$ cat src/rtl/wbfm_pkg.sv
// shared types and constants of the windowed bit rate and frame rate meter
`default_nettype none

package wbfm_pkg;

    localparam int CMD_W        = 3;
    localparam int LEN_W        = 24;
    localparam int KIND_W       = 3;
    localparam int BIN_BYTES_W  = 32;
    localparam int BIN_FRAMES_W = 24;
    localparam int TOTAL_W      = 48;
    localparam int EVT_W        = 32;
    localparam int WIN_BYTES_W  = 35;
    localparam int WIN_FRAMES_W = 27;
    localparam int BITRATE_W    = 32;
    localparam int FRAMERATE_W  = 33;
    localparam int S_TDATA_W    = 32;
    localparam int M_TDATA_W    = 264;
    localparam int OUT_DEPTH    = 8;
    localparam int DIV_CHUNK_W  = 25;
    localparam int DIV_STAGES   = 4;

    // 8 bits * 1000 ms * 2^16 / 2^20 and 1000 ms * 2^8
    localparam int BITRATE_NUM   = 500;
    localparam int FRAMERATE_NUM = 256000;

    typedef enum logic [CMD_W-1:0] {
        CMD_FRAME  = 3'd0,
        CMD_TICK   = 3'd1,
        CMD_EVENT  = 3'd2,
        CMD_SENSOR = 3'd3,
        CMD_LOST   = 3'd4,
        CMD_STOP   = 3'd5,
        CMD_RESET  = 3'd6
    } cmd_t;

    typedef struct packed {
        logic [BIN_BYTES_W-1:0]  bytes;
        logic [BIN_FRAMES_W-1:0] frames;
    } bin_t;

    typedef struct packed {
        logic [WIN_BYTES_W-1:0]  window_bytes;
        logic [WIN_FRAMES_W-1:0] window_frames;
        logic [TOTAL_W-1:0]      frame_count;
        logic [TOTAL_W-1:0]      byte_count;
        logic [EVT_W-1:0]        event_count;
        logic                    running;
        logic                    bad_sensor;
        logic                    connection_lost;
    } side_t;

endpackage

`default_nettype wire

$ cat src/rtl/wbfm_div.sv
// pipelined division of a scaled count by a constant through a reciprocal multiply
`default_nettype none

module wbfm_div
    import wbfm_pkg::*;
#(
    parameter int IN_W  = 35,
    parameter int NUM   = 500,
    parameter int DEN   = 7000,
    parameter int OUT_W = 32
) (
    input  wire logic             aclk,
    input  wire logic [IN_W-1:0]  value,
    output logic      [OUT_W-1:0] quotient
);

    localparam int NUM_W = $clog2(NUM + 1);
    localparam int X_W   = IN_W + NUM_W;
    localparam int SH    = $clog2(DEN);
    localparam int K     = X_W + SH;
    localparam int CH    = DIV_CHUNK_W;
    localparam logic [127:0] RECIP = ((128'd1 << K) + 128'(DEN) - 128'd1) / 128'(DEN);
    localparam logic [NUM_W-1:0] NUM_C = NUM_W'(NUM);
    localparam logic [2*CH-1:0] M_C  = (2*CH)'(RECIP);
    localparam logic [CH-1:0]   M_LO = M_C[CH-1:0];
    localparam logic [CH-1:0]   M_HI = M_C[2*CH-1:CH];
    localparam logic [OUT_W-1:0] OUT_MAX = '1;

    logic [2*CH-1:0] x_next;
    logic [2*CH-1:0] x_reg;
    logic [2*CH-1:0] pp_ll_reg;
    logic [2*CH-1:0] pp_lh_reg;
    logic [2*CH-1:0] pp_hl_reg;
    logic [2*CH-1:0] pp_hh_reg;
    logic [2*CH-1:0] ll_reg;
    logic [2*CH-1:0] hh_reg;
    logic [2*CH:0]   mid_reg;
    logic [4*CH-1:0] full;
    logic [4*CH-1:0] q;
    logic [OUT_W-1:0] quot_reg;

    assign x_next = (2*CH)'(value) * (2*CH)'(NUM_C);

    always_ff @(posedge aclk) begin
        x_reg     <= x_next;
        pp_ll_reg <= (2*CH)'(x_reg[CH-1:0]) * (2*CH)'(M_LO);
        pp_lh_reg <= (2*CH)'(x_reg[CH-1:0]) * (2*CH)'(M_HI);
        pp_hl_reg <= (2*CH)'(x_reg[2*CH-1:CH]) * (2*CH)'(M_LO);
        pp_hh_reg <= (2*CH)'(x_reg[2*CH-1:CH]) * (2*CH)'(M_HI);
        mid_reg   <= (2*CH+1)'(pp_lh_reg) + (2*CH+1)'(pp_hl_reg);
        ll_reg    <= pp_ll_reg;
        hh_reg    <= pp_hh_reg;
        quot_reg  <= (q > (4*CH)'(OUT_MAX)) ? OUT_MAX : OUT_W'(q);
    end

    assign full = {hh_reg, ll_reg} + ((4*CH)'(mid_reg) << CH);
    assign q    = full >> K;

    assign quotient = quot_reg;

endmodule

`default_nettype wire

$ cat config.mk
export PLATFORM = sky130hd
export DESIGN_NAME = wbfm_div
export DESIGN_NICKNAME = d
export VERILOG_FILES = /design/src/rtl/wbfm_pkg.sv /design/src/rtl/wbfm_div.sv
export SDC_FILE = /design/constraint.sdc
export NUM_CORES = 2
export LEC_CHECK = 0
export BUFFER_PORTS_ARGS = -buffer_cell sky130_fd_sc_hd__buf_2
export CAP_MARGIN = 20
export CORE_ASPECT_RATIO = 1.5
export CORE_MARGIN = 4
export CORE_UTILIZATION = 70
export DETAILED_ROUTE_END_ITERATION = 16
export PLACE_DENSITY_LB_ADDON = 0.25
export SLEW_MARGIN = 40
export SYNTH_ARGS = -nofsm -noshare
export SYNTH_HDL_FRONTEND = slang
export SYNTH_SLANG_ARGS = --single-unit
$ cat constraint.sdc
create_clock -name aclk -period 13.6 [get_ports aclk]
set_input_delay 2.04 -clock aclk [delete_from_list [all_inputs] [get_ports aclk]]
set_output_delay 2.04 -clock aclk [all_outputs]
set_load 0.01 [all_outputs]
==> results by group <==
GRT
  • Vias in the first global route: 37700
  • Grt ovf: 0
  • First-pass GRT wire length: between 200 and 250 mm
  • Largest net degree at the start of global routing: 19
  • GRT Overall Usage: a little under two fifths
  • Antenna violations before repair: 3

Synth
  • Ys Warns: 0
  • Post-synthesis mux area share: less than 1%
  • Adder-cell area share of the yosys netlist: between 50% and 60%
  • Syn nets: ~6300
  • Register area share after synthesis: roughly 14%
  • Synth Area in Simple Gates: approximately 5%
  • Top cells by area, synth: fa_1, ha_1, dfxtp_1
  • Yosys top cell by area: fa_1
  • Count leader, synth: inv_1
  • Synthesized instance count: approximately 4600
  • FFs w/ async S/R, synth: 0%
  • Netlist cell types: 73
  • Largest family of logic cells by synthesized area: adder cells
  • Post-synthesis xor/xnor area fraction: ~3.9%
  • Top cells by count, synth: inv_1, ha_1, fa_1, dfxtp_1, a21oi_1
  • Avg Cell Area, Syn: ~10 sq um
  • Share of the synthesized area in the top cell type: 35.4%
  • Synthesized area: roughly 47000 sq um
  • Top FF cell, synth: dfxtp_1
  • Yosys reg bits: 330
  • EDFF count, synth: 0
  • Post-synthesis compound-gate area fraction: 9.33%

Critical path
  • CP peak stage delay: ~720 ps
  • Reg2reg start: x_reg[10]
  • R2R cell count: 23
  • Critical path class: reg -> reg
  • CP dominant cell by count: fa_1
  • Critical path arrival: 7980 ps
  • Worst reg2reg path endpoint: pp_ll_reg[47]
  • Internal reg-to-reg setup slack: between 6000 and 7000 ps
  • Critical path data required time: 14060 ps
  • CP cell instances: inv_1, fa_1, fa_1, fa_1, inv_1, fa_1, fa_1, fa_1, inv_1, fa_1, inv_1, ha_1, a21o_1, a21o_1, a21oi_1, nor2b_1, o2111ai_1, a31oi_1, a211o_1, a21oi_1, o31ai_1, a21oi_1, xnor2_1
  • CP top delay family: adder cells
  • CP Buf/Inv Count: 4
  • Setup crit start: x_reg[10]
  • Startpoint Class: flop
  • Slowest-stage cell, CP: dfxtp_1
  • CP Capture Type: flop
  • CP Max Fanout: 10

Clocking
  • Cts hold-fix bufs: 0
  • H-tree Lvls: 2
  • Post-CTS Resized: 0
  • Clock transition at the registers of the reported paths: 70 ps
  • Clk sink count: 330
  • Postcts setup bufs: 0
  • CTS tree: yes
  • CTS buffer count: 35
  • Clock Latency Late Sink: 570 ps
  • Root Buffer: clkbuf_16
  • Clock tree buffer depth: 3

Route
  • Vias/cell: between 5 and 6
  • DRT antenna net count: 0
  • Iter 0 DRT Violations: ~1800
  • WL final: ~130 mm
  • Wire length per cell: around 22 microns
  • Drt drc: 0
  • Via Count: between 30000 and 40000
  • Number of iterations in the first detailed-routing pass: 5

Timing
  • Setup_tns: 0 ps
  • Worst slew pin tran: about 880 ps
  • Slew headroom: 41.4%
  • Final hold vios: 0
  • Fmax: 133 MHz
  • RSZ-0062 raised after global routing: false
  • Final hold slack: 323 ps
  • Fin crit share: between 50% and 60%
  • Fin crit period: 7520 ps
  • Skew final: between 15 and 20 ps
  • Slew Limit Fails: 0
  • Final setup viols: 0

Die
  • Initial Util: a little over two thirds
  • Die X: approximately 220 microns
  • DIE AREA: around 72000 sq um
  • Core Box Area: approximately 67000 sq um
  • Die H: ~330 microns
  • Rows: 116
  • I/O pin cnt: 68

Min path
  • Worst Hold Path Cells: 0
  • Min-delay src: pp_hh_reg[3]
  • Worst min-delay path category: reg -> reg
  • WHS Endpoint: hh_reg[3]

Placement
  • Port bufs: 67
  • HPWL Detailed: roughly 110 mm
  • RD Place Congestion: about 1.1

Job
  • Max_cap viols: 0

Finish
  • Area delta synth->final: 5.87%
  • Layout cells sized above 1: 3.72%
  • Fin nets: 6463
  • Final core utilization: around 75%
  • Max reg flops: 46

Outcome
  • Status: finished clean
[worst max-delay path by stage]
| stage | end | slack, ps | cells past startpoint |
|---|---|---|---|
| after global placement | pp_ll_reg[47] | 6280 | 22 |
| final | pp_ll_reg[47] | 6080 | 23 |
| after floorplan | pp_ll_reg[41] | 6990 | 23 |
| after detailed placement | pp_ll_reg[47] | 6100 | 23 |
| after global routing | pp_ll_reg[47] | 5660 | 23 |
| after CTS | pp_ll_reg[47] | 6090 | 23 |
[stage by stage]
step	setup WS, ps	cells	area [sq um]
detailed placement	6100	5604	48800
CTS	6090	5668	50000
global route	5660	5668	50000
finish	6080	5671	50000
global placement	6280	5604	48800
floorplan	6990	4642	47200
[layer usage]
metal  GRT usage, %  routed length [microns]  vias up
met1           35.3                    39200    16200
met5              0                        0        -
li1               -                        -    14900
met3           6.68                     6040      697
met4           36.0                    16500        0
met2           65.5                    64700     1107
[kinds of logic (layout without fill, tap and decap cells)]
group	count (synthesis)	in the layout
AO/OA/AOI/OAI	672	672
XOR/XNOR	210	210
adder cells (fa/ha/maj)	1671	1671
buffers and inverters	1262	1403
flip-flops	330	330
multiplexers	3	3
other	0	3
AND/OR/NAND/NOR	494	494
[cell type report]
cell class	instances	area, sq um
Antenna cell	3	7.51
Multi-Input combinational cell	3050	35900
Inverter	1252	4700
Sequential cell	330	6610
Clock inverter	22	269
Timing Repair Buffer	87	485
Fill cell	4812	16800
Tap cell	885	1110
Clock buffer	42	942
[cells in the final DEF (no fill, tap or decap), types with 97 or more instances in the layout]
cell type / count
inv_1: 1252
nor2_1: 138
a21o_1: 142
dfxtp_1: 329
o21ai_0: 97
xnor2_1: 141
a21oi_1: 202
ha_1: 836
fa_1: 835
nand2_1: 112
[worst register-to-register path, cell delays in order (launching register included)]
cell and delay [ps]:
dfxtp_1 720, inv_1 310, fa_1 630, fa_1 470, fa_1 540, inv_1 60, fa_1 440, fa_1 480
fa_1 480, inv_1 50, fa_1 470, inv_1 50, ha_1 330, a21o_1 130, a21o_1 110, a21oi_1 70
nor2b_1 170, o2111ai_1 160, a31oi_1 650, a211o_1 300, a21oi_1 140, o31ai_1 370, a21oi_1 160, xnor2_1 140
Power is not shown: default switching activity piles up to over one toggle a cycle in this logic, so the estimate is an artifact.
