File: config.mk
export PLATFORM = sky130hd
export DESIGN_NAME = wbfm_core
export DESIGN_NICKNAME = d
export VERILOG_FILES = /design/src/rtl/wbfm_pkg.sv /design/src/rtl/wbfm_core.sv
export SDC_FILE = /design/constraint.sdc
export NUM_CORES = 2
export LEC_CHECK = 0
export BUFFER_PORTS_ARGS = -buffer_cell sky130_fd_sc_hd__buf_2
export CAP_MARGIN = 25
export CORE_MARGIN = 10
export CORE_UTILIZATION = 45
export CTS_CLUSTER_DIAMETER = 100
export DETAILED_ROUTE_END_ITERATION = 16
export PLACE_DENSITY = 0.63
export SYNTH_ARGS = -nofsm -noshare
export SYNTH_HDL_FRONTEND = slang
export SYNTH_SLANG_ARGS = --single-unit
File: constraint.sdc
create_clock -name aclk -period 16.55 [get_ports aclk]
set_clock_uncertainty 0.15 [all_clocks]
set_input_delay 0.8275 -clock aclk [delete_from_list [all_inputs] [get_ports aclk]]
set_output_delay 0.8275 -clock aclk [all_outputs]
set_load 0.02 [all_outputs]
File: src/rtl/wbfm_pkg.sv
// shared types and constants of the windowed bit rate and frame rate meter
`default_nettype none

package wbfm_pkg;

    localparam int CMD_W        = 3;
    localparam int LEN_W        = 24;
    localparam int KIND_W       = 3;
    localparam int BIN_BYTES_W  = 32;
    localparam int BIN_FRAMES_W = 24;
    localparam int TOTAL_W      = 48;
    localparam int EVT_W        = 32;
    localparam int WIN_BYTES_W  = 35;
    localparam int WIN_FRAMES_W = 27;
    localparam int BITRATE_W    = 32;
    localparam int FRAMERATE_W  = 33;
    localparam int S_TDATA_W    = 32;
    localparam int M_TDATA_W    = 264;
    localparam int OUT_DEPTH    = 8;
    localparam int DIV_CHUNK_W  = 25;
    localparam int DIV_STAGES   = 4;

    // 8 bits * 1000 ms * 2^16 / 2^20 and 1000 ms * 2^8
    localparam int BITRATE_NUM   = 500;
    localparam int FRAMERATE_NUM = 256000;

    typedef enum logic [CMD_W-1:0] {
        CMD_FRAME  = 3'd0,
        CMD_TICK   = 3'd1,
        CMD_EVENT  = 3'd2,
        CMD_SENSOR = 3'd3,
        CMD_LOST   = 3'd4,
        CMD_STOP   = 3'd5,
        CMD_RESET  = 3'd6
    } cmd_t;

    typedef struct packed {
        logic [BIN_BYTES_W-1:0]  bytes;
        logic [BIN_FRAMES_W-1:0] frames;
    } bin_t;

    typedef struct packed {
        logic [WIN_BYTES_W-1:0]  window_bytes;
        logic [WIN_FRAMES_W-1:0] window_frames;
        logic [TOTAL_W-1:0]      frame_count;
        logic [TOTAL_W-1:0]      byte_count;
        logic [EVT_W-1:0]        event_count;
        logic                    running;
        logic                    bad_sensor;
        logic                    connection_lost;
    } side_t;

endpackage

`default_nettype wire

File: src/rtl/wbfm_core.sv
// bin and event memories with read-modify-write, window sums, totals and flags
`default_nettype none

module wbfm_core
    import wbfm_pkg::*;
#(
    parameter int BINS        = 8,
    parameter int EVENT_KINDS = 8,
    parameter int SB_W        = 35,
    parameter int SF_W        = 27
) (
    input  wire logic              aclk,
    input  wire logic              aresetn,
    input  wire logic              in_accept,
    input  wire logic [CMD_W-1:0]  in_cmd,
    input  wire logic [LEN_W-1:0]  in_len,
    input  wire logic [KIND_W-1:0] in_kind,
    output logic                   out_valid,
    output logic      [SB_W-1:0]   out_sum_bytes,
    output logic      [SF_W-1:0]   out_sum_frames,
    output side_t                  out_side
);

    localparam int BIN_AW = $clog2(BINS);
    localparam int EK_AW  = (EVENT_KINDS > 1) ? $clog2(EVENT_KINDS) : 1;
    localparam logic [BIN_AW-1:0] LAST_BIN = BIN_AW'(BINS - 1);
    localparam logic [WIN_BYTES_W-1:0]  WB_MAX = '1;
    localparam logic [WIN_FRAMES_W-1:0] WF_MAX = '1;

    // accept side state
    logic               run_reg, run_next;
    logic               sensor_reg, sensor_next;
    logic               lost_reg, lost_next;
    logic [TOTAL_W-1:0] ftotal_reg, ftotal_next;
    logic [TOTAL_W-1:0] btotal_reg, btotal_next;
    logic [BIN_AW-1:0]  cur_reg, cur_next;
    logic               clear_all;

    cmd_t               cmd;
    logic [BIN_AW-1:0]  nxt;
    logic [EK_AW-1:0]   kidx;
    logic               kind_ok;
    logic               act_frame;
    logic               act_tick;
    logic               act_event;
    logic [TOTAL_W:0]   btotal_sum;

    // memories
    bin_t               bin_mem [BINS];
    logic [BINS-1:0]    bin_vld_reg;
    bin_t               rd_a_reg;
    bin_t               rd_b_reg;
    logic               rd_a_vld_reg;
    logic               rd_b_vld_reg;
    logic [EVT_W-1:0]   evt_mem [EVENT_KINDS];
    logic [EVENT_KINDS-1:0] evt_vld_reg;
    logic [EVT_W-1:0]   ev_rd_reg;
    logic               ev_rd_vld_reg;

    // last write, for forwarding
    logic               bin_last_vld_reg;
    logic [BIN_AW-1:0]  bin_last_addr_reg;
    bin_t               bin_last_data_reg;
    logic               evt_last_vld_reg;
    logic [EK_AW-1:0]   evt_last_addr_reg;
    logic [EVT_W-1:0]   evt_last_data_reg;

    // update stage
    logic               p1_vld_reg;
    logic               p1_frame_reg;
    logic               p1_tick_reg;
    logic               p1_event_reg;
    logic               p1_clear_reg;
    logic               p1_kind_ok_reg;
    logic [BIN_AW-1:0]  p1_cur_reg;
    logic [BIN_AW-1:0]  p1_nxt_reg;
    logic [EK_AW-1:0]   p1_kidx_reg;
    logic [LEN_W-1:0]   p1_len_reg;
    logic [TOTAL_W-1:0] p1_ftotal_reg;
    logic [TOTAL_W-1:0] p1_btotal_reg;
    logic               p1_run_reg;
    logic               p1_sensor_reg;
    logic               p1_lost_reg;

    bin_t               bin_a;
    bin_t               bin_b;
    bin_t               bin_upd;
    logic [BIN_BYTES_W:0] bin_bytes_sum;
    logic               bin_we;
    logic [BIN_AW-1:0]  bin_waddr;
    bin_t               bin_wdata;
    logic [EVT_W-1:0]   ev;
    logic [EVT_W-1:0]   ev_inc;
    logic               evt_we;

    logic [SB_W-1:0]    sum_b_reg, sum_b_next;
    logic [SF_W-1:0]    sum_f_reg, sum_f_next;
    logic [63:0]        sb_wide;
    logic [63:0]        sf_wide;
    side_t              side_next;
    side_t              side_reg;
    logic               out_vld_reg;

    assign cmd       = cmd_t'(in_cmd);
    assign nxt       = (cur_reg == LAST_BIN) ? '0 : cur_reg + BIN_AW'(1);
    assign kidx      = EK_AW'(in_kind);
    assign kind_ok   = (32'(in_kind) < 32'(EVENT_KINDS));
    assign act_frame = (cmd == CMD_FRAME) && run_reg && (in_len != '0);
    assign act_tick  = (cmd == CMD_TICK) && run_reg;
    assign act_event = (cmd == CMD_EVENT) && run_reg && kind_ok;
    assign btotal_sum = {1'b0, btotal_reg} + (TOTAL_W+1)'(in_len);

    always_comb begin
        run_next    = run_reg;
        sensor_next = sensor_reg;
        lost_next   = lost_reg;
        ftotal_next = ftotal_reg;
        btotal_next = btotal_reg;
        cur_next    = cur_reg;
        clear_all   = 1'b0;
        if (in_accept) begin
            unique case (cmd)
                CMD_FRAME: begin
                    if (act_frame) begin
                        ftotal_next = (ftotal_reg == '1) ? ftotal_reg
                                                         : ftotal_reg + TOTAL_W'(1);
                        btotal_next = btotal_sum[TOTAL_W] ? '1 : btotal_sum[TOTAL_W-1:0];
                        lost_next   = 1'b0;
                    end
                end
                CMD_TICK: begin
                    if (act_tick) begin
                        cur_next = nxt;
                    end
                end
                CMD_EVENT: begin
                end
                CMD_SENSOR: begin
                    if (run_reg) begin
                        sensor_next = 1'b1;
                    end
                end
                CMD_LOST: begin
                    lost_next = 1'b1;
                end
                CMD_STOP: begin
                    run_next = 1'b0;
                end
                CMD_RESET: begin
                    run_next    = 1'b1;
                    sensor_next = 1'b0;
                    lost_next   = 1'b0;
                    ftotal_next = '0;
                    btotal_next = '0;
                    cur_next    = '0;
                    clear_all   = 1'b1;
                end
                default: begin
                end
            endcase
        end
    end

    always_ff @(posedge aclk) begin
        if (!aresetn) begin
            run_reg    <= 1'b1;
            sensor_reg <= 1'b0;
            lost_reg   <= 1'b0;
            ftotal_reg <= '0;
            btotal_reg <= '0;
            cur_reg    <= '0;
            p1_vld_reg <= 1'b0;
        end else begin
            run_reg    <= run_next;
            sensor_reg <= sensor_next;
            lost_reg   <= lost_next;
            ftotal_reg <= ftotal_next;
            btotal_reg <= btotal_next;
            cur_reg    <= cur_next;
            p1_vld_reg <= in_accept;
        end
    end

    always_ff @(posedge aclk) begin
        p1_frame_reg   <= act_frame;
        p1_tick_reg    <= act_tick;
        p1_event_reg   <= act_event;
        p1_clear_reg   <= clear_all;
        p1_kind_ok_reg <= kind_ok;
        p1_cur_reg     <= cur_reg;
        p1_nxt_reg     <= nxt;
        p1_kidx_reg    <= kidx;
        p1_len_reg     <= in_len;
        p1_ftotal_reg  <= ftotal_next;
        p1_btotal_reg  <= btotal_next;
        p1_run_reg     <= run_next;
        p1_sensor_reg  <= sensor_next;
        p1_lost_reg    <= lost_next;
    end

    // bin entries, newest write wins over stale read data
    always_comb begin
        if (bin_last_vld_reg && (bin_last_addr_reg == p1_cur_reg)) begin
            bin_a = bin_last_data_reg;
        end else begin
            bin_a = rd_a_vld_reg ? rd_a_reg : '0;
        end
        if (bin_last_vld_reg && (bin_last_addr_reg == p1_nxt_reg)) begin
            bin_b = bin_last_data_reg;
        end else begin
            bin_b = rd_b_vld_reg ? rd_b_reg : '0;
        end
        if (evt_last_vld_reg && (evt_last_addr_reg == p1_kidx_reg)) begin
            ev = evt_last_data_reg;
        end else begin
            ev = ev_rd_vld_reg ? ev_rd_reg : '0;
        end
    end

    assign bin_bytes_sum  = {1'b0, bin_a.bytes} + (BIN_BYTES_W+1)'(p1_len_reg);
    assign bin_upd.bytes  = bin_bytes_sum[BIN_BYTES_W] ? '1 : bin_bytes_sum[BIN_BYTES_W-1:0];
    assign bin_upd.frames = (bin_a.frames == '1) ? bin_a.frames
                                                 : bin_a.frames + BIN_FRAMES_W'(1);
    assign bin_we    = p1_vld_reg && (p1_frame_reg || p1_tick_reg);
    assign bin_waddr = p1_tick_reg ? p1_nxt_reg : p1_cur_reg;
    assign bin_wdata = p1_tick_reg ? '0 : bin_upd;

    assign ev_inc = (ev == '1) ? ev : ev + EVT_W'(1);
    assign evt_we = p1_vld_reg && p1_event_reg;

    always_ff @(posedge aclk) begin
        if (bin_we) begin
            bin_mem[bin_waddr] <= bin_wdata;
        end
        rd_a_reg     <= bin_mem[cur_reg];
        rd_b_reg     <= bin_mem[nxt];
        rd_a_vld_reg <= bin_vld_reg[cur_reg];
        rd_b_vld_reg <= bin_vld_reg[nxt];
        if (evt_we) begin
            evt_mem[p1_kidx_reg] <= ev_inc;
        end
        ev_rd_reg     <= evt_mem[kidx];
        ev_rd_vld_reg <= evt_vld_reg[kidx];
        bin_last_addr_reg <= bin_waddr;
        bin_last_data_reg <= bin_wdata;
        evt_last_addr_reg <= p1_kidx_reg;
        evt_last_data_reg <= ev_inc;
    end

    // a reset command clears every entry at once
    always_ff @(posedge aclk) begin
        if (!aresetn || clear_all) begin
            bin_vld_reg <= '0;
            evt_vld_reg <= '0;
        end else begin
            if (bin_we) begin
                bin_vld_reg[bin_waddr] <= 1'b1;
            end
            if (evt_we) begin
                evt_vld_reg[p1_kidx_reg] <= 1'b1;
            end
        end
    end

    always_ff @(posedge aclk) begin
        if (!aresetn) begin
            bin_last_vld_reg <= 1'b0;
            evt_last_vld_reg <= 1'b0;
        end else begin
            bin_last_vld_reg <= bin_we;
            evt_last_vld_reg <= evt_we;
        end
    end

    always_comb begin
        sum_b_next = sum_b_reg;
        sum_f_next = sum_f_reg;
        if (p1_vld_reg) begin
            if (p1_clear_reg) begin
                sum_b_next = '0;
                sum_f_next = '0;
            end else if (p1_tick_reg) begin
                sum_b_next = sum_b_reg + SB_W'(bin_a.bytes) - SB_W'(bin_b.bytes);
                sum_f_next = sum_f_reg + SF_W'(bin_a.frames) - SF_W'(bin_b.frames);
            end
        end
    end

    assign sb_wide = 64'(sum_b_next);
    assign sf_wide = 64'(sum_f_next);

    always_comb begin
        side_next.window_bytes  = (sb_wide > 64'(WB_MAX)) ? WB_MAX : WIN_BYTES_W'(sb_wide);
        side_next.window_frames = (sf_wide > 64'(WF_MAX)) ? WF_MAX : WIN_FRAMES_W'(sf_wide);
        side_next.frame_count   = p1_ftotal_reg;
        side_next.byte_count    = p1_btotal_reg;
        if (p1_clear_reg || !p1_kind_ok_reg) begin
            side_next.event_count = '0;
        end else begin
            side_next.event_count = p1_event_reg ? ev_inc : ev;
        end
        side_next.running         = p1_run_reg;
        side_next.bad_sensor      = p1_sensor_reg;
        side_next.connection_lost = p1_lost_reg;
    end

    always_ff @(posedge aclk) begin
        if (!aresetn) begin
            sum_b_reg   <= '0;
            sum_f_reg   <= '0;
            out_vld_reg <= 1'b0;
        end else begin
            sum_b_reg   <= sum_b_next;
            sum_f_reg   <= sum_f_next;
            out_vld_reg <= p1_vld_reg;
        end
    end

    always_ff @(posedge aclk) begin
        side_reg <= side_next;
    end

    assign out_valid      = out_vld_reg;
    assign out_sum_bytes  = sum_b_reg;
    assign out_sum_frames = sum_f_reg;
    assign out_side       = side_reg;

endmodule

`default_nettype wire

==> flow_metrics.env <==
export IMPL_clk_path_buf_depth=3
export IMPL_synth_cell_area_um2=61570
export IMPL_clkTransAtPathRegs_ns=0.06
export IMPL_utilization=0.5171
export IMPL_largest_register_ffs=448
export IMPL_grt_use_total=0.2162
export IMPL_critical_path_class="reg -> reg"
export IMPL_place_hpwl_um=110000
export IMPL_cts_setup_buffers=0
export IMPL_final_hold_viol_count=0
export IMPL_path_depth=17
export IMPL_yosysSeqAreaShare=0.5885
export IMPL_arrival_ns=6.81
export IMPL_grt_max_degree=74
export IMPL_gp_congestion=0.9153
export IMPL_cp_start_kind="flop"
export IMPL_cp_num_buf_inv=1
export IMPL_hold_buffers=0
export IMPL_ir_drop_uv=92.24
export IMPL_regMostFlops="bin_mem"
export IMPL_setup_viol_count_final=0
export IMPL_drcViolationCount=0
export IMPL_floorplan_initialDensity=0.4539
export IMPL_yosys_most_used_dff="dfxtp_1"
export IMPL_core_area_um2=135600
export IMPL_cp_end_kind="flop"
export IMPL_cts_inserted_buffers=150
export IMPL_grt_overflow=0
export IMPL_clk_latency_ns=0.78
export IMPL_status="finished clean"
export IMPL_synthToLayoutAreaGrowth_pct=13.92
export IMPL_period_share=0.3923
export IMPL_cts_sinks=1458
export IMPL_root_buffer="clkbuf_16"
export IMPL_cap_viol_max_count=0
export IMPL_via_count=41230
export IMPL_die_width_um=389.9
export IMPL_required_ns=16.87
export IMPL_yosysUniqueCellTypes=92
export IMPL_p_leak_nw=26.16
export IMPL_die_area_um2=152000
export IMPL_ff2ff_path_depth=17
export IMPL_max_stage_delay_ns=1.01
export IMPL_rsz0062_at_grt="no"
export IMPL_synthCells=4944
export IMPL_pin_count=289
export IMPL_async_flop_share=0
export IMPL_antenna_found_initial=3
export IMPL_dp_slack_ns=10.31
export IMPL_max_freq_mhz=154.0
export IMPL_rows=135
export IMPL_htree_levels=4
export IMPL_maxSlewHeadroom=0.2492
export IMPL_drive_gt1_frac=0.1867
export IMPL_antenna_left=0
export IMPL_grt_pass1_vias=40740
export IMPL_io_buffer_count=288
export IMPL_fin_crit_ns=6.493
export IMPL_worstMarginPinSlew_ns=1.126
export IMPL_syn_avg_cell_area_um2=12.45
export IMPL_worstPathCellList="xnor2_1 > and4_4 > nand2_1 > o21ai_0 > ha_1 > inv_1 > fa_1 > nor2b_1 > o21ai_0 > a21boi_0 > o311a_1 > o2111ai_1 > and4b_1 > o21ai_1 > nand3_2 > and4_1 > nor3_1"
export IMPL_fillerInstances=11570
export IMPL_multi_input_comb_area_um2=24110
export IMPL_finalMaxSlewViolations=0
export IMPL_cts_tree="done"
export IMPL_ys_warn_count=0
export IMPL_p_per_area_nw_per_um2=113.6
export IMPL_synthesis_nets=5150
export IMPL_final_nets=5392
export IMPL_tns_ns=0
export IMPL_dr_first_iter_drc_count=3516
export IMPL_ys_ff_latch=1458
export IMPL_routed_via_density=5.812
export IMPL_wl_um=168400
export IMPL_fin_ws_ns=10.06
export IMPL_wire_per_inst_um=23.74
export IMPL_drt_pass1_iterations=6
export IMPL_critPathMaxFanout=27
export IMPL_grt_pass1_wl_um=254000
export IMPL_cpMostUsedCell="o21ai_0"
export IMPL_ctsResizeCount=0
export IMPL_hp_class="in -> reg"
export IMPL_die_h_um=389.9
export IMPL_whs_path_depth=1
export IMPL_synth_edf_count=704
export IMPL_ff_latch_area_um2=36250
export IMPL_cp_slowest_cell="nand3_2"
export IMPL_path_delay_family="simple AND/OR/NAND/NOR gates"
## worst register-to-register path, delay by kind of cell, from the launching register on
family	cells	cell delay, ns
xor+xnor	1	0.26
simple gates	7	3.22
flops	1	0.32
buf+inv	1	0.06
compound gates	6	1.55
fa+ha+maj	2	0.62
## cell families after synthesis
group           Yosys count  synth area share
buf+inv                 361           0.02250
compound gates          946           0.09420
simple gates           1443            0.1141
xor+xnor                165           0.02347
fa+ha+maj               173           0.04223
flops                  1458            0.5885
mux                     398            0.1150
## metal layers
| layer | GRT usage | share of wire | up-vias |
|---|---|---|---|
| li1 | - | - | 18880 |
| met1 | 0.2736 | 0.41 | 20590 |
| met4 | 0.08547 | 0.038 | 0 |
| met5 | 0 | 0 | - |
| met2 | 0.3713 | 0.50 | 1434 |
| met3 | 0.03277 | 0.056 | 321 |
## through the flow
step           hold WS, ns  instances  power (W)  instance area, um2
3_3_place_gp        0.1618       6809   0.004545               64860
2_1_floorplan       0.1596       4944   0.004372               61570
3_5_place_dp        0.1621       6812   0.004549               64910
5_1_grt            0.04380       7093   0.008234               70140
6_report           0.07307       7094   0.007970               70140
4_1_cts            0.03116       7090   0.008022               70100
## layout make-up
type	count	area share
Sequential cell	1458	0.5168
Multi-Input combinational cell	3125	0.3437
Clock buffer	206	0.06012
Tap cell	1781	0.03177
Timing Repair Buffer	356	0.02858
Clock inverter	72	0.01383
Inverter	95	0.005084
Antenna cell	1	0.00003568
## synthesized netlist by cell type, types with 25 or more instances
cell,instances,area share
a21oi_1,288,0.023
o21a_1,25,0.0030
o31ai_1,35,0.0043
nor2b_1,36,0.0037
buf_1,46,0.0028
nand2_1,424,0.026
clkbuf_1,211,0.013
mux4_2,237,0.087
nor2_1,307,0.019
a21o_1,55,0.0067
nand3_1,179,0.015
nor3_1,69,0.0056
a31oi_1,53,0.0054
mux2i_1,63,0.010
mux2_2,96,0.018
a211oi_1,34,0.0041
fa_1,58,0.019
xor2_1,64,0.0091
o21ai_0,259,0.021
and2_1,122,0.012
xnor2_1,101,0.014
a22oi_1,28,0.0034
nand4_1,50,0.0051
inv_1,93,0.0057
dfxtp_1,754,0.25
ha_1,115,0.023
edfxtp_1,704,0.34
o22ai_1,30,0.0030
and3_1,137,0.014
## cells in the final DEF (no fill, tap or decap), types with 137 or more instances in the layout
master       n
buf_2      288
o21ai_0    257
mux4_2     237
a21oi_1    288
nand2_1    423
edfxtp_1   704
nor2_1     290
clkbuf_16  152
nand3_1    178
and3_1     137
dfxtp_1    747
## report_power, final
part	total, W	switching, W	internal (W)
sequential	0.00387	0.0000400	0.00383
combinational	0.000613	0.000369	0.000245
clock	0.00349	0.00147	0.00202
## final timing paths
kind	startpoint	to	slack, ns
setup / recovery	bin_last_addr_reg[0]	bin_mem[0][51]	10.06
hold / removal	in_len[0]	p1_len_reg[0]	0.07
setup reg to reg	bin_last_addr_reg[0]	bin_mem[0][51]	10.06
hold reg to reg	p1_ftotal_reg[28]	out_side[111]	0.15
Power figures use the tool's default switching activity.
