===== config.mk =====
export PLATFORM = sky130hd
export DESIGN_NAME = wbfm_fifo
export DESIGN_NICKNAME = d
export VERILOG_FILES = /design/src/rtl/wbfm_pkg.sv /design/src/rtl/wbfm_fifo.sv
export SDC_FILE = /design/constraint.sdc
export NUM_CORES = 1
export LEC_CHECK = 0
export ABC_AREA = 0
export ABC_CLOCK_PERIOD_IN_PS = 22300
export BUFFER_PORTS_ARGS = -buffer_cell sky130_fd_sc_hd__buf_4
export CORE_ASPECT_RATIO = 0.8
export CORE_MARGIN = 2
export CORE_UTILIZATION = 54
export CTS_BUF_LIST = sky130_fd_sc_hd__clkbuf_16
export DETAILED_ROUTE_END_ITERATION = 16
export PLACE_DENSITY = 0.75
export SLEW_MARGIN = 10
export SYNTH_ARGS = -nofsm -noshare
export SYNTH_HDL_FRONTEND = slang
export SYNTH_SLANG_ARGS = --single-unit

===== constraint.sdc =====
create_clock -name aclk -period 22.3 [get_ports aclk]
set_clock_uncertainty 0.15 [all_clocks]
set_input_delay 2.23 -clock aclk [delete_from_list [all_inputs] [get_ports aclk]]
set_output_delay 2.23 -clock aclk [all_outputs]
set_load 0.01 [all_outputs]

===== src/rtl/wbfm_pkg.sv =====
// shared types and constants of the windowed bit rate and frame rate meter
`default_nettype none

package wbfm_pkg;

    localparam int CMD_W        = 3;
    localparam int LEN_W        = 24;
    localparam int KIND_W       = 3;
    localparam int BIN_BYTES_W  = 32;
    localparam int BIN_FRAMES_W = 24;
    localparam int TOTAL_W      = 48;
    localparam int EVT_W        = 32;
    localparam int WIN_BYTES_W  = 35;
    localparam int WIN_FRAMES_W = 27;
    localparam int BITRATE_W    = 32;
    localparam int FRAMERATE_W  = 33;
    localparam int S_TDATA_W    = 32;
    localparam int M_TDATA_W    = 264;
    localparam int OUT_DEPTH    = 8;
    localparam int DIV_CHUNK_W  = 25;
    localparam int DIV_STAGES   = 4;

    // 8 bits * 1000 ms * 2^16 / 2^20 and 1000 ms * 2^8
    localparam int BITRATE_NUM   = 500;
    localparam int FRAMERATE_NUM = 256000;

    typedef enum logic [CMD_W-1:0] {
        CMD_FRAME  = 3'd0,
        CMD_TICK   = 3'd1,
        CMD_EVENT  = 3'd2,
        CMD_SENSOR = 3'd3,
        CMD_LOST   = 3'd4,
        CMD_STOP   = 3'd5,
        CMD_RESET  = 3'd6
    } cmd_t;

    typedef struct packed {
        logic [BIN_BYTES_W-1:0]  bytes;
        logic [BIN_FRAMES_W-1:0] frames;
    } bin_t;

    typedef struct packed {
        logic [WIN_BYTES_W-1:0]  window_bytes;
        logic [WIN_FRAMES_W-1:0] window_frames;
        logic [TOTAL_W-1:0]      frame_count;
        logic [TOTAL_W-1:0]      byte_count;
        logic [EVT_W-1:0]        event_count;
        logic                    running;
        logic                    bad_sensor;
        logic                    connection_lost;
    } side_t;

endpackage

`default_nettype wire


===== src/rtl/wbfm_fifo.sv =====
// result queue with credit count that sets the input ready
`default_nettype none

module wbfm_fifo
    import wbfm_pkg::*;
#(
    parameter int DEPTH = 8
) (
    input  wire logic                 aclk,
    input  wire logic                 aresetn,
    input  wire logic                 in_accept,
    input  wire logic                 wr_valid,
    input  wire logic [M_TDATA_W-1:0] wr_data,
    output logic                      s_ready,
    output logic                      m_tvalid,
    input  wire logic                 m_tready,
    output logic      [M_TDATA_W-1:0] m_tdata
);

    localparam int AW = $clog2(DEPTH);
    localparam int CW = $clog2(DEPTH + 1);
    localparam logic [AW-1:0] LAST = AW'(DEPTH - 1);

    logic [M_TDATA_W-1:0] mem [DEPTH];
    logic [AW-1:0] wr_ptr_reg;
    logic [AW-1:0] rd_ptr_reg;
    logic [CW-1:0] fill_reg, fill_next;
    logic [CW-1:0] credit_reg, credit_next;
    logic          pop;

    assign pop      = m_tvalid && m_tready;
    assign m_tvalid = (fill_reg != '0);
    assign m_tdata  = mem[rd_ptr_reg];
    assign s_ready  = (credit_reg < CW'(DEPTH));

    // credit covers results still in flight as well as those queued
    assign fill_next   = fill_reg + CW'(wr_valid) - CW'(pop);
    assign credit_next = credit_reg + CW'(in_accept) - CW'(pop);

    always_ff @(posedge aclk) begin
        if (wr_valid) begin
            mem[wr_ptr_reg] <= wr_data;
        end
    end

    always_ff @(posedge aclk) begin
        if (!aresetn) begin
            wr_ptr_reg <= '0;
            rd_ptr_reg <= '0;
            fill_reg   <= '0;
            credit_reg <= '0;
        end else begin
            if (wr_valid) begin
                wr_ptr_reg <= (wr_ptr_reg == LAST) ? '0 : wr_ptr_reg + AW'(1);
            end
            if (pop) begin
                rd_ptr_reg <= (rd_ptr_reg == LAST) ? '0 : rd_ptr_reg + AW'(1);
            end
            fill_reg   <= fill_next;
            credit_reg <= credit_next;
        end
    end

endmodule

`default_nettype wire


==> report_table.html, run 1 <==
<table>
<tr><th>Metric</th><th>Value</th></tr>
<tr><th colspan="2">Outcome</th></tr>
<tr><td>Result of the run</td><td>finished, final reports clean</td></tr>
<tr><th colspan="2">Critical path</th></tr>
<tr><td>Sort of element at the start of the critical path</td><td>flip-flop</td></tr>
<tr><td>Highest net fanout along the worst path</td><td>112</td></tr>
<tr><td>Critical path endpoint category</td><td>primary output</td></tr>
<tr><td>Critical path required time</td><td>19920 ps</td></tr>
<tr><td>Endpoint arrival time on the critical path</td><td>5400 ps</td></tr>
<tr><td>Stage delay of the slowest cell on the critical path</td><td>930 ps</td></tr>
<tr><td>Crit Path Class</td><td>reg2out</td></tr>
<tr><td>Cell type of the slowest stage on the worst timing path</td><td>buf_4</td></tr>
<tr><td>Startpoint of the worst-slack reg-to-reg timing path</td><td>wr_ptr_reg[0]</td></tr>
<tr><td>Worst-path cell chain</td><td>buf_4 &gt; buf_4 &gt; buf_12 &gt; mux4_1 &gt; mux2_2 &gt; buf_4</td></tr>
<tr><td>Most numerous cell on the critical path</td><td>buf_4</td></tr>
<tr><th colspan="2">Floorplanning</th></tr>
<tr><td>Die Span X</td><td>436 µm</td></tr>
<tr><td>Placement row count</td><td>126</td></tr>
<tr><td>Starting utilization of the core area</td><td>54.5%</td></tr>
<tr><td>Core Box Area</td><td>148000 µm²</td></tr>
<tr><td>Number of top-level design ports</td><td>535</td></tr>
<tr><td>Die area</td><td>152000 µm²</td></tr>
<tr><td>Vertical die dimension</td><td>350 µm</td></tr>
<tr><th colspan="2">Final layout</th></tr>
<tr><td>Non-filler cells, final</td><td>5950</td></tr>
<tr><td>Number of flip-flops under the largest register name</td><td>2112</td></tr>
<tr><td>Share of final-layout standard cells stronger than drive strength 1</td><td>39.6%</td></tr>
<tr><td>Area growth, synth to finish</td><td>15.0%</td></tr>
<tr><td>Post-route standard cell area excluding fillers</td><td>92700 µm²</td></tr>
<tr><td>Fin nets</td><td>4074</td></tr>
<tr><th colspan="2">Hold path</th></tr>
<tr><td>Worst min path class</td><td>reg2reg</td></tr>
<tr><td>Min-delay src</td><td>rd_ptr_reg[1]</td></tr>
<tr><th colspan="2">Yosys</th></tr>
<tr><td>Synthesized netlist net count</td><td>3434</td></tr>
<tr><td>Yosys synthesis warning count</td><td>0</td></tr>
<tr><td>Flip-flop and latch count after synthesis</td><td>2129</td></tr>
<tr><td>Commonest register cell after synthesis</td><td>edfxtp_1</td></tr>
<tr><td>Sequential-to-total area share from yosys stat</td><td>79.1%</td></tr>
<tr><td>Average cell area after synthesis</td><td>25.6 µm²</td></tr>
<tr><td>Number of unique standard cell types used by synthesis</td><td>29</td></tr>
<tr><td>Post-synth design cell area</td><td>80600 µm²</td></tr>
<tr><td>Synth Instances</td><td>3152</td></tr>
<tr><td>Fraction of synthesis flops using an asynchronous set or reset pin</td><td>0%</td></tr>
<tr><td>Number of flops mapped to enable cells by yosys</td><td>2112</td></tr>
<tr><th colspan="2">Timing</th></tr>
<tr><td>Setup tns final</td><td>0 ps</td></tr>
<tr><td>Rel. slew slack</td><td>22.5%</td></tr>
<tr><td>Period utilization</td><td>34.9%</td></tr>
<tr><td>Final hold violations</td><td>0</td></tr>
<tr><td>Post-route minimum period</td><td>7780 ps</td></tr>
<tr><td>Final max-slew violation count</td><td>0</td></tr>
<tr><td>Slew at the pin with the worst max-slew slack</td><td>1160 ps</td></tr>
<tr><td>Setup repair after global routing missed its margin</td><td>false</td></tr>
<tr><td>Maximum achievable frequency</td><td>0.128 GHz</td></tr>
<tr><td>Setup-failing EPs final</td><td>0</td></tr>
<tr><th colspan="2">Placement</th></tr>
<tr><td>Post-DP HPWL</td><td>87700 µm</td></tr>
<tr><td>Placer Congestion</td><td>0.740</td></tr>
<tr><td>Port buffer count</td><td>534</td></tr>
<tr><td>Placed cells</td><td>5580</td></tr>
<tr><td>Placed standard-cell area</td><td>86600 µm²</td></tr>
<tr><th colspan="2">Run</th></tr>
<tr><td>Max Cap Violations</td><td>0</td></tr>
<tr><th colspan="2">Routing</th></tr>
<tr><td>Via-per-instance ratio</td><td>5.90</td></tr>
<tr><td>Number of violations reported at the end of detailed-routing iteration 0</td><td>3008</td></tr>
<tr><td>Topmost layer with routed signal wires</td><td>met5</td></tr>
<tr><td>Met1 Wirelength</td><td>64900 µm</td></tr>
<tr><td>Detailed-routing iteration count for the pre-antenna-repair pass</td><td>5</td></tr>
<tr><td>Antenna-violating nets left</td><td>0</td></tr>
<tr><td>Number of vias after detailed routing</td><td>35100</td></tr>
<tr><td>Routed len/inst</td><td>27.3 µm</td></tr>
<tr><td>Total detailed-routing wirelength</td><td>162000 µm</td></tr>
<tr><td>Met3 wire length</td><td>11000 µm</td></tr>
<tr><td>Post-detailed-route DRC marker count</td><td>0</td></tr>
<tr><td>Met2 routed WL</td><td>82300 µm</td></tr>
<tr><th colspan="2">Clock tree</th></tr>
<tr><td>Depth of the CTS H-tree</td><td>4</td></tr>
<tr><td>Hold Buf Count CTS</td><td>0</td></tr>
<tr><td>Number of instances resized during post-cts repair</td><td>0</td></tr>
<tr><td>Total clock buffers created by CTS</td><td>194</td></tr>
<tr><td>Worst-Skew Late Latency</td><td>810 ps</td></tr>
<tr><td>Buffers from clock root to sink, at most</td><td>3</td></tr>
<tr><td>Clock Pin Slew Worst Setup and Hold Paths</td><td>60 ps</td></tr>
<tr><td>Number of sinks handled by clock tree synthesis</td><td>2129</td></tr>
<tr><td>Buffers inserted during post-CTS setup optimization</td><td>0</td></tr>
<tr><td>Clk Tree Root Cell</td><td>clkbuf_16</td></tr>
<tr><td>TritonCTS clock tree</td><td>yes</td></tr>
<tr><th colspan="2">GRT</th></tr>
<tr><td>Final global-route overflow total</td><td>0</td></tr>
<tr><td>Initial antenna violation count</td><td>22</td></tr>
<tr><td>Vias in the first global route</td><td>36800</td></tr>
<tr><td>Global router's overall resource usage</td><td>21.4%</td></tr>
<tr><td>Wire length of the first global-routing pass</td><td>240000 µm</td></tr>
<tr><td>Pin count of the biggest net entering global routing</td><td>119</td></tr>
<tr><th colspan="2">Power and ir drop</th></tr>
<tr><td>Power per unit of standard cell area</td><td>97.6 nW/µm²</td></tr>
<tr><td>Lkg Pwr</td><td>29.6 nW</td></tr>
<tr><td>Maximum vdd ir drop</td><td>0.0843 mV</td></tr>
</table>
-- where the power goes --
group	switching [mW]	internal (mW)	total, mW
Sequential	0.0384	4.50	4.54
Clock	1.40	1.72	3.13
Combinational	0.666	0.709	1.38
-- through the flow --
stage          total power, mW  hold slack, ps  setup slack (ps)  utilization [%]
6_report                  9.04             350             14520             62.7
2_1_floorplan             5.52             314               592                -
3_3_place_gp              6.00             318             15200             58.6
4_1_cts                   9.14             354             14260             62.6
5_1_grt                   9.36             370             13980             62.6
3_5_place_dp              6.02             340             15170             58.6
-- Yosys cell counts, types with 2 or more instances --
master       n  area (µm²)
mux2_2     264        2970
inv_1        8        30.0
nand3_1      2        10.0
dfxtp_1     17         340
and2_1       2        12.5
mux4_1      91        2390
buf_2       18        90.1
or2_2        2        12.5
buf_1       30         113
nand2b_1     4        25.0
clkbuf_1    43         161
nor3_1       2        10.0
mux2i_1     11         110
a21oi_1      3        15.0
edfxtp_1  2112       63400
buf_6       54         608
buf_8        5        75.1
ha_1        11         138
fa_1         2        40.0
mux4_2     437        9840
nor2_1      16        60.1
xor2_1       3        26.3
nand2_1      9        33.8
-- metal layers --
| layer | track usage [%] | vias up |
|---|---|---|
| met5 | 0 | - |
| met4 | 6.76 | 16 |
| met3 | 5.13 | 256 |
| met2 | 35.0 | 1074 |
| met1 | 28.8 | 18800 |
| li1 | - | 14900 |
-- cells by family after synthesis --
family	Yosys count	synth area share (%)
AO/OA/AOI/OAI	4	0.0279
XOR/XNOR	4	0.0435
adder cells (fa/ha/maj)	13	0.220
buffers and inverters	159	1.34
flip-flops	2129	79.1
multiplexers	803	19.0
AND/OR/NAND/NOR	40	0.231
-- path summary, 6_finish.rpt --
kind | end | depth (start not counted) | slack (ps)
setup / recovery | m_tdata[194] | 6 | 14520
hold / removal | rd_ptr_reg[1] | 2 | 350
hold reg to reg | rd_ptr_reg[1] | 2 | 350
setup reg to reg | mem[7][135] | 5 | 17760
-- critical path, delay by kind of cell (launching register included) --
| kind | cells | cell delay (ps) |
|---|---|---|
| buffers and inverters | 4 | 2620 |
| flip-flops | 1 | 800 |
| multiplexers | 2 | 970 |
-- placed cells by master, fill, tap and decap left out, types with 10 or more instances in the layout --
cell and instances:
ha_1 11, mux4_1 91, clkbuf_16 200, diode_2 15
mux2_2 264, clkinv_1 56, inv_1 53, edfxtp_1 2112
nor2_1 10, dfxtp_1 14, mux4_2 437, mux2i_1 11
clkinv_2 32, buf_4 587
-- cell type report --
cell class / count / area [µm²]
inverter: 9 / 33.8
sequential: 2129 / 63800
clock buffer: 200 / 5000
fill: 9699 / 55200
clock inverter: 155 / 982
tap: 1984 / 2480
antenna: 15 / 37.5
multi-input combinational: 864 / 15800
timing repair buffer: 594 / 4550
(Power assumes the default switching activity.)
==> run 2: changes to the inputs <==
--- a/config.mk
+++ b/config.mk
@@ -6,14 +6,14 @@
 export NUM_CORES = 1
 export LEC_CHECK = 0
 export ABC_AREA = 0
-export ABC_CLOCK_PERIOD_IN_PS = 22300
+export ABC_CLOCK_PERIOD_IN_PS = 7600
 export BUFFER_PORTS_ARGS = -buffer_cell sky130_fd_sc_hd__buf_4
 export CORE_ASPECT_RATIO = 0.8
 export CORE_MARGIN = 2
 export CORE_UTILIZATION = 54
 export CTS_BUF_LIST = sky130_fd_sc_hd__clkbuf_16
 export DETAILED_ROUTE_END_ITERATION = 16
-export PLACE_DENSITY = 0.75
+export PLACE_DENSITY = 0.72
 export SLEW_MARGIN = 10
 export SYNTH_ARGS = -nofsm -noshare
 export SYNTH_HDL_FRONTEND = slang
==> constraint.sdc (replaced) <==
create_clock -name aclk -period 7.6 [get_ports aclk]
set_clock_uncertainty 0.15 [all_clocks]
set_input_delay 0.76 -clock aclk [delete_from_list [all_inputs] [get_ports aclk]]
set_output_delay 0.76 -clock aclk [all_outputs]
set_load 0.01 [all_outputs]
==> run 2 against run 1 <==
Non-clock buffer count grew 256. Highest routed layer unchanged. Count of clock-buffer cells in the layout decreased by 4. Sequential share of layout area shrank 2.0 points. Global-route usage is 0.21 points higher. Setup slack lost 12000 ps. Final cell count rose by 4.2%. Flip-flop and latch count did not move. Largest cell class unchanged. Power increased to 3.0 times the previous value. Cell area is 3.0% higher. Wire length increased by 1.3%. Via count increased by 2.4%. Worst hold slack got worse by 270 ps.
==> report_table.html, run 2 (synthesized netlist as in run 1, its figures left out) <==
<table>
<tr><th>Metric</th><th>Value</th></tr>
<tr><th colspan="2">Routing</th></tr>
<tr><td>Via-per-instance ratio</td><td>5.80 (-1.7%)</td></tr>
<tr><td>Detailed-routing iteration count for the pre-antenna-repair pass</td><td>5 (unchanged)</td></tr>
<tr><td>Antenna-violating nets left</td><td>0 (unchanged)</td></tr>
<tr><td>Routed len/inst</td><td>26.5 µm (-2.7%)</td></tr>
<tr><td>Total detailed-routing wirelength</td><td>164000 µm (+1.3%)</td></tr>
<tr><td>Number of vias after detailed routing</td><td>35900 (+2.4%)</td></tr>
<tr><td>Number of violations reported at the end of detailed-routing iteration 0</td><td>2792 (-7.2%)</td></tr>
<tr><td>Post-detailed-route DRC marker count</td><td>0 (unchanged)</td></tr>
<tr><th colspan="2">Critical path</th></tr>
<tr><td>R2R Setup Slk</td><td>4640 ps (-13120 ps)</td></tr>
<tr><td>Crit Path Class</td><td>reg2out</td></tr>
<tr><td>Critical register-to-register path endpoint</td><td>mem[7][161]</td></tr>
<tr><td>Critical path endpoint category</td><td>primary output</td></tr>
<tr><td>Endpoint arrival time on the critical path</td><td>3850 ps (-1550 ps)</td></tr>
<tr><td>Sort of element at the start of the critical path</td><td>flip-flop</td></tr>
<tr><td>Number of cells traversed by the worst register-to-register path</td><td>4 (-1)</td></tr>
<tr><td>Highest net fanout along the worst path</td><td>120 (+7.1%)</td></tr>
<tr><td>Startpoint of the worst-slack reg-to-reg timing path</td><td>wr_ptr_reg[0]</td></tr>
<tr><td>Critical path required time</td><td>6690 ps (-13230 ps)</td></tr>
<tr><th colspan="2">Final layout</th></tr>
<tr><td>Share of final-layout standard cells stronger than drive strength 1</td><td>37.0% (-2.5 points)</td></tr>
<tr><td>Non-filler cells, final</td><td>6197 (+4.2%)</td></tr>
<tr><td>Fin nets</td><td>4331 (+6.3%)</td></tr>
<tr><td>Area growth, synth to finish</td><td>18.4%</td></tr>
<tr><td>Most common cell after layout, fill and taps aside</td><td>edfxtp_1</td></tr>
<tr><td>Number of flip-flops under the largest register name</td><td>2112 (unchanged)</td></tr>
<tr><td>Most frequent cells in the layout</td><td>edfxtp_1 (2112), buf_4 (565), mux4_2 (437)</td></tr>
<tr><th colspan="2">Timing</th></tr>
<tr><td>Slew at the pin with the worst max-slew slack</td><td>1080 ps (-75.4 ps)</td></tr>
<tr><td>Rel. slew slack</td><td>27.9% (+5.4 points)</td></tr>
<tr><td>Setup repair after global routing missed its margin</td><td>false</td></tr>
<tr><td>Final max-slew violation count</td><td>0 (unchanged)</td></tr>
<tr><td>Maximum achievable frequency</td><td>0.210 GHz</td></tr>
<tr><td>Final hold violations</td><td>0 (unchanged)</td></tr>
<tr><td>Setup-failing EPs final</td><td>0 (unchanged)</td></tr>
<tr><td>Final critical-path setup slack</td><td>2840 ps (-11680 ps)</td></tr>
<tr><td>Period utilization</td><td>62.7%</td></tr>
<tr><td>Post-route minimum period</td><td>4760 ps</td></tr>
<tr><th colspan="2">Clock tree</th></tr>
<tr><td>Buffers from clock root to sink, at most</td><td>3 (unchanged)</td></tr>
<tr><td>Worst-Skew Late Latency</td><td>820 ps (about the same)</td></tr>
<tr><td>Depth of the CTS H-tree</td><td>4 (unchanged)</td></tr>
<tr><td>Clock Pin Slew Worst Setup and Hold Paths</td><td>60 ps (about the same)</td></tr>
<tr><td>Clk Tree Root Cell</td><td>clkbuf_16</td></tr>
<tr><td>Total clock buffers created by CTS</td><td>195 (+0.52%)</td></tr>
<tr><td>TritonCTS clock tree</td><td>yes</td></tr>
<tr><td>Number of sinks handled by clock tree synthesis</td><td>2129 (unchanged)</td></tr>
<tr><th colspan="2">GRT</th></tr>
<tr><td>Pin count of the biggest net entering global routing</td><td>159 (+34%)</td></tr>
<tr><td>Initial antenna violation count</td><td>14 (-36%)</td></tr>
<tr><td>Vias in the first global route</td><td>38000 (+3.3%)</td></tr>
<tr><td>Final global-route overflow total</td><td>0 (unchanged)</td></tr>
<tr><td>Wire length of the first global-routing pass</td><td>244000 µm (+1.5%)</td></tr>
<tr><td>Global router's overall resource usage</td><td>21.6% (+0.21 points)</td></tr>
<tr><th colspan="2">Power and ir drop</th></tr>
<tr><td>Lkg Pwr</td><td>30.7 nW (+3.6%)</td></tr>
<tr><td>Power per unit of standard cell area</td><td>280 nW/µm² (+190%)</td></tr>
<tr><td>Maximum vdd ir drop</td><td>0.270 mV (+220%)</td></tr>
<tr><th colspan="2">Placement</th></tr>
<tr><td>Port buffer count</td><td>534 (unchanged)</td></tr>
<tr><td>Post-DP HPWL</td><td>86000 µm (-1.9%)</td></tr>
<tr><td>Placer Congestion</td><td>0.740 (about the same)</td></tr>
<tr><td>Placed cells</td><td>5573 (-0.13%)</td></tr>
<tr><td>Worst-case setup slack after placement</td><td>3620 ps (-11550 ps)</td></tr>
<tr><th colspan="2">Hold path</th></tr>
<tr><td>Hold Path Sink</td><td>mem[7][98]</td></tr>
<tr><td>Worst min path class</td><td>in2reg</td></tr>
<tr><td>Hold Path Stages</td><td>1 (-1)</td></tr>
<tr><td>Min-delay src</td><td>wr_data[98]</td></tr>
<tr><th colspan="2">Floorplanning</th></tr>
<tr><td>Vertical die dimension</td><td>350 µm (unchanged)</td></tr>
<tr><td>Placement row count</td><td>126 (unchanged)</td></tr>
<tr><td>Core Box Area</td><td>148000 µm² (unchanged)</td></tr>
<tr><td>Number of top-level design ports</td><td>535 (unchanged)</td></tr>
<tr><td>Die Span X</td><td>436 µm (unchanged)</td></tr>
<tr><td>Die area</td><td>152000 µm² (unchanged)</td></tr>
<tr><td>Starting utilization of the core area</td><td>54.5% (unchanged)</td></tr>
<tr><th colspan="2">Outcome</th></tr>
<tr><td>Result of the run</td><td>finished, final reports clean</td></tr>
<tr><th colspan="2">Run</th></tr>
<tr><td>Max Cap Violations</td><td>0 (unchanged)</td></tr>
</table>
==> run 2: cell count changes in the layout (fill, tap and decap cells not counted), moves of 4 or more <==
cell,change
buf_12,+15
buf_4,-22
clkinv_2,-7
dlygate4sd3_1,+263
inv_1,-6
clkbuf_16,-4
inv_6,+5
==> run 2: area by class of cell <==
type / instances / area (µm²)
flip-flops and latches: 2129 / 63800
repair buffers: 850 / 7310
multi-input cells: 864 / 15800
clock buffers: 196 / 4900
diodes: 13 / 32.5
clock inverters: 152 / 1070
inverters: 9 / 33.8
well taps: 1984 / 2480
fillers: 9505 / 52500
==> run 2: layer usage <==
metal | track usage (%) | share of wire (%)
met2 | 36.2 | 51
met4 | 6.52 | 2.5
met5 | 0 | 0.032
met1 | 28.8 | 40
met3 | 4.61 | 6.3
==> run 2: where the power goes <==
| part | total, mW | switching, mW | internal, mW |
|---|---|---|---|
| clock network | 9.17 | 4.15 | 5.02 |
| logic | 4.16 | 1.98 | 2.18 |
| registers | 13.4 | 0.142 | 13.2 |
==> run 2: worst max-delay path by stage <==
stage / from / endpoint / slack [ps] / cells after the start
CTS: flip-flop / m_tdata[121] / 2700 / 4
global route: flip-flop / m_tdata[121] / 2580 / 4
floorplan: wr_valid / mem[5][0] / -910 / 3
finish: flip-flop / m_tdata[121] / 2840 / 4
detailed placement: flip-flop / m_tdata[121] / 3620 / 4
global placement: flip-flop / m_tdata[121] / 3650 / 4
==> run 2: what timing repair did <==
| action | in CTS | in global routing |
|---|---|---|
| endpoints found under the hold margin | 2103 | 0 |
| hold buffers | 263 | 0 |
| endpoints found under the setup margin | 0 | 0 |
| resized for setup | 0 | 0 |
| setup buffers | 0 | 0 |
==> run 2: stage by stage <==
step / hold WS (ps) / TNS (ps) / power, mW / util, % / cell area [µm²]
5_1_grt: 21.3 / 0 / 27.6 / 64.5 / 95400
3_3_place_gp: 323 / 0 / 17.7 / 58.7 / 86800
6_report: 84.8 / 0 / 26.7 / 64.5 / 95400
2_1_floorplan: 314 / -1315620 / 16.1 / - / 80700
4_1_cts: 0.158 / 0 / 27.0 / 64.5 / 95400
3_5_place_dp: 339 / 0 / 17.7 / 58.7 / 86800
==> run 2: critical path, stage by stage, from the launching register on <==
cell	delay, ps
dfxtp_4	950
buf_12	670
mux4_1	650
mux2_2	310
buf_4	150
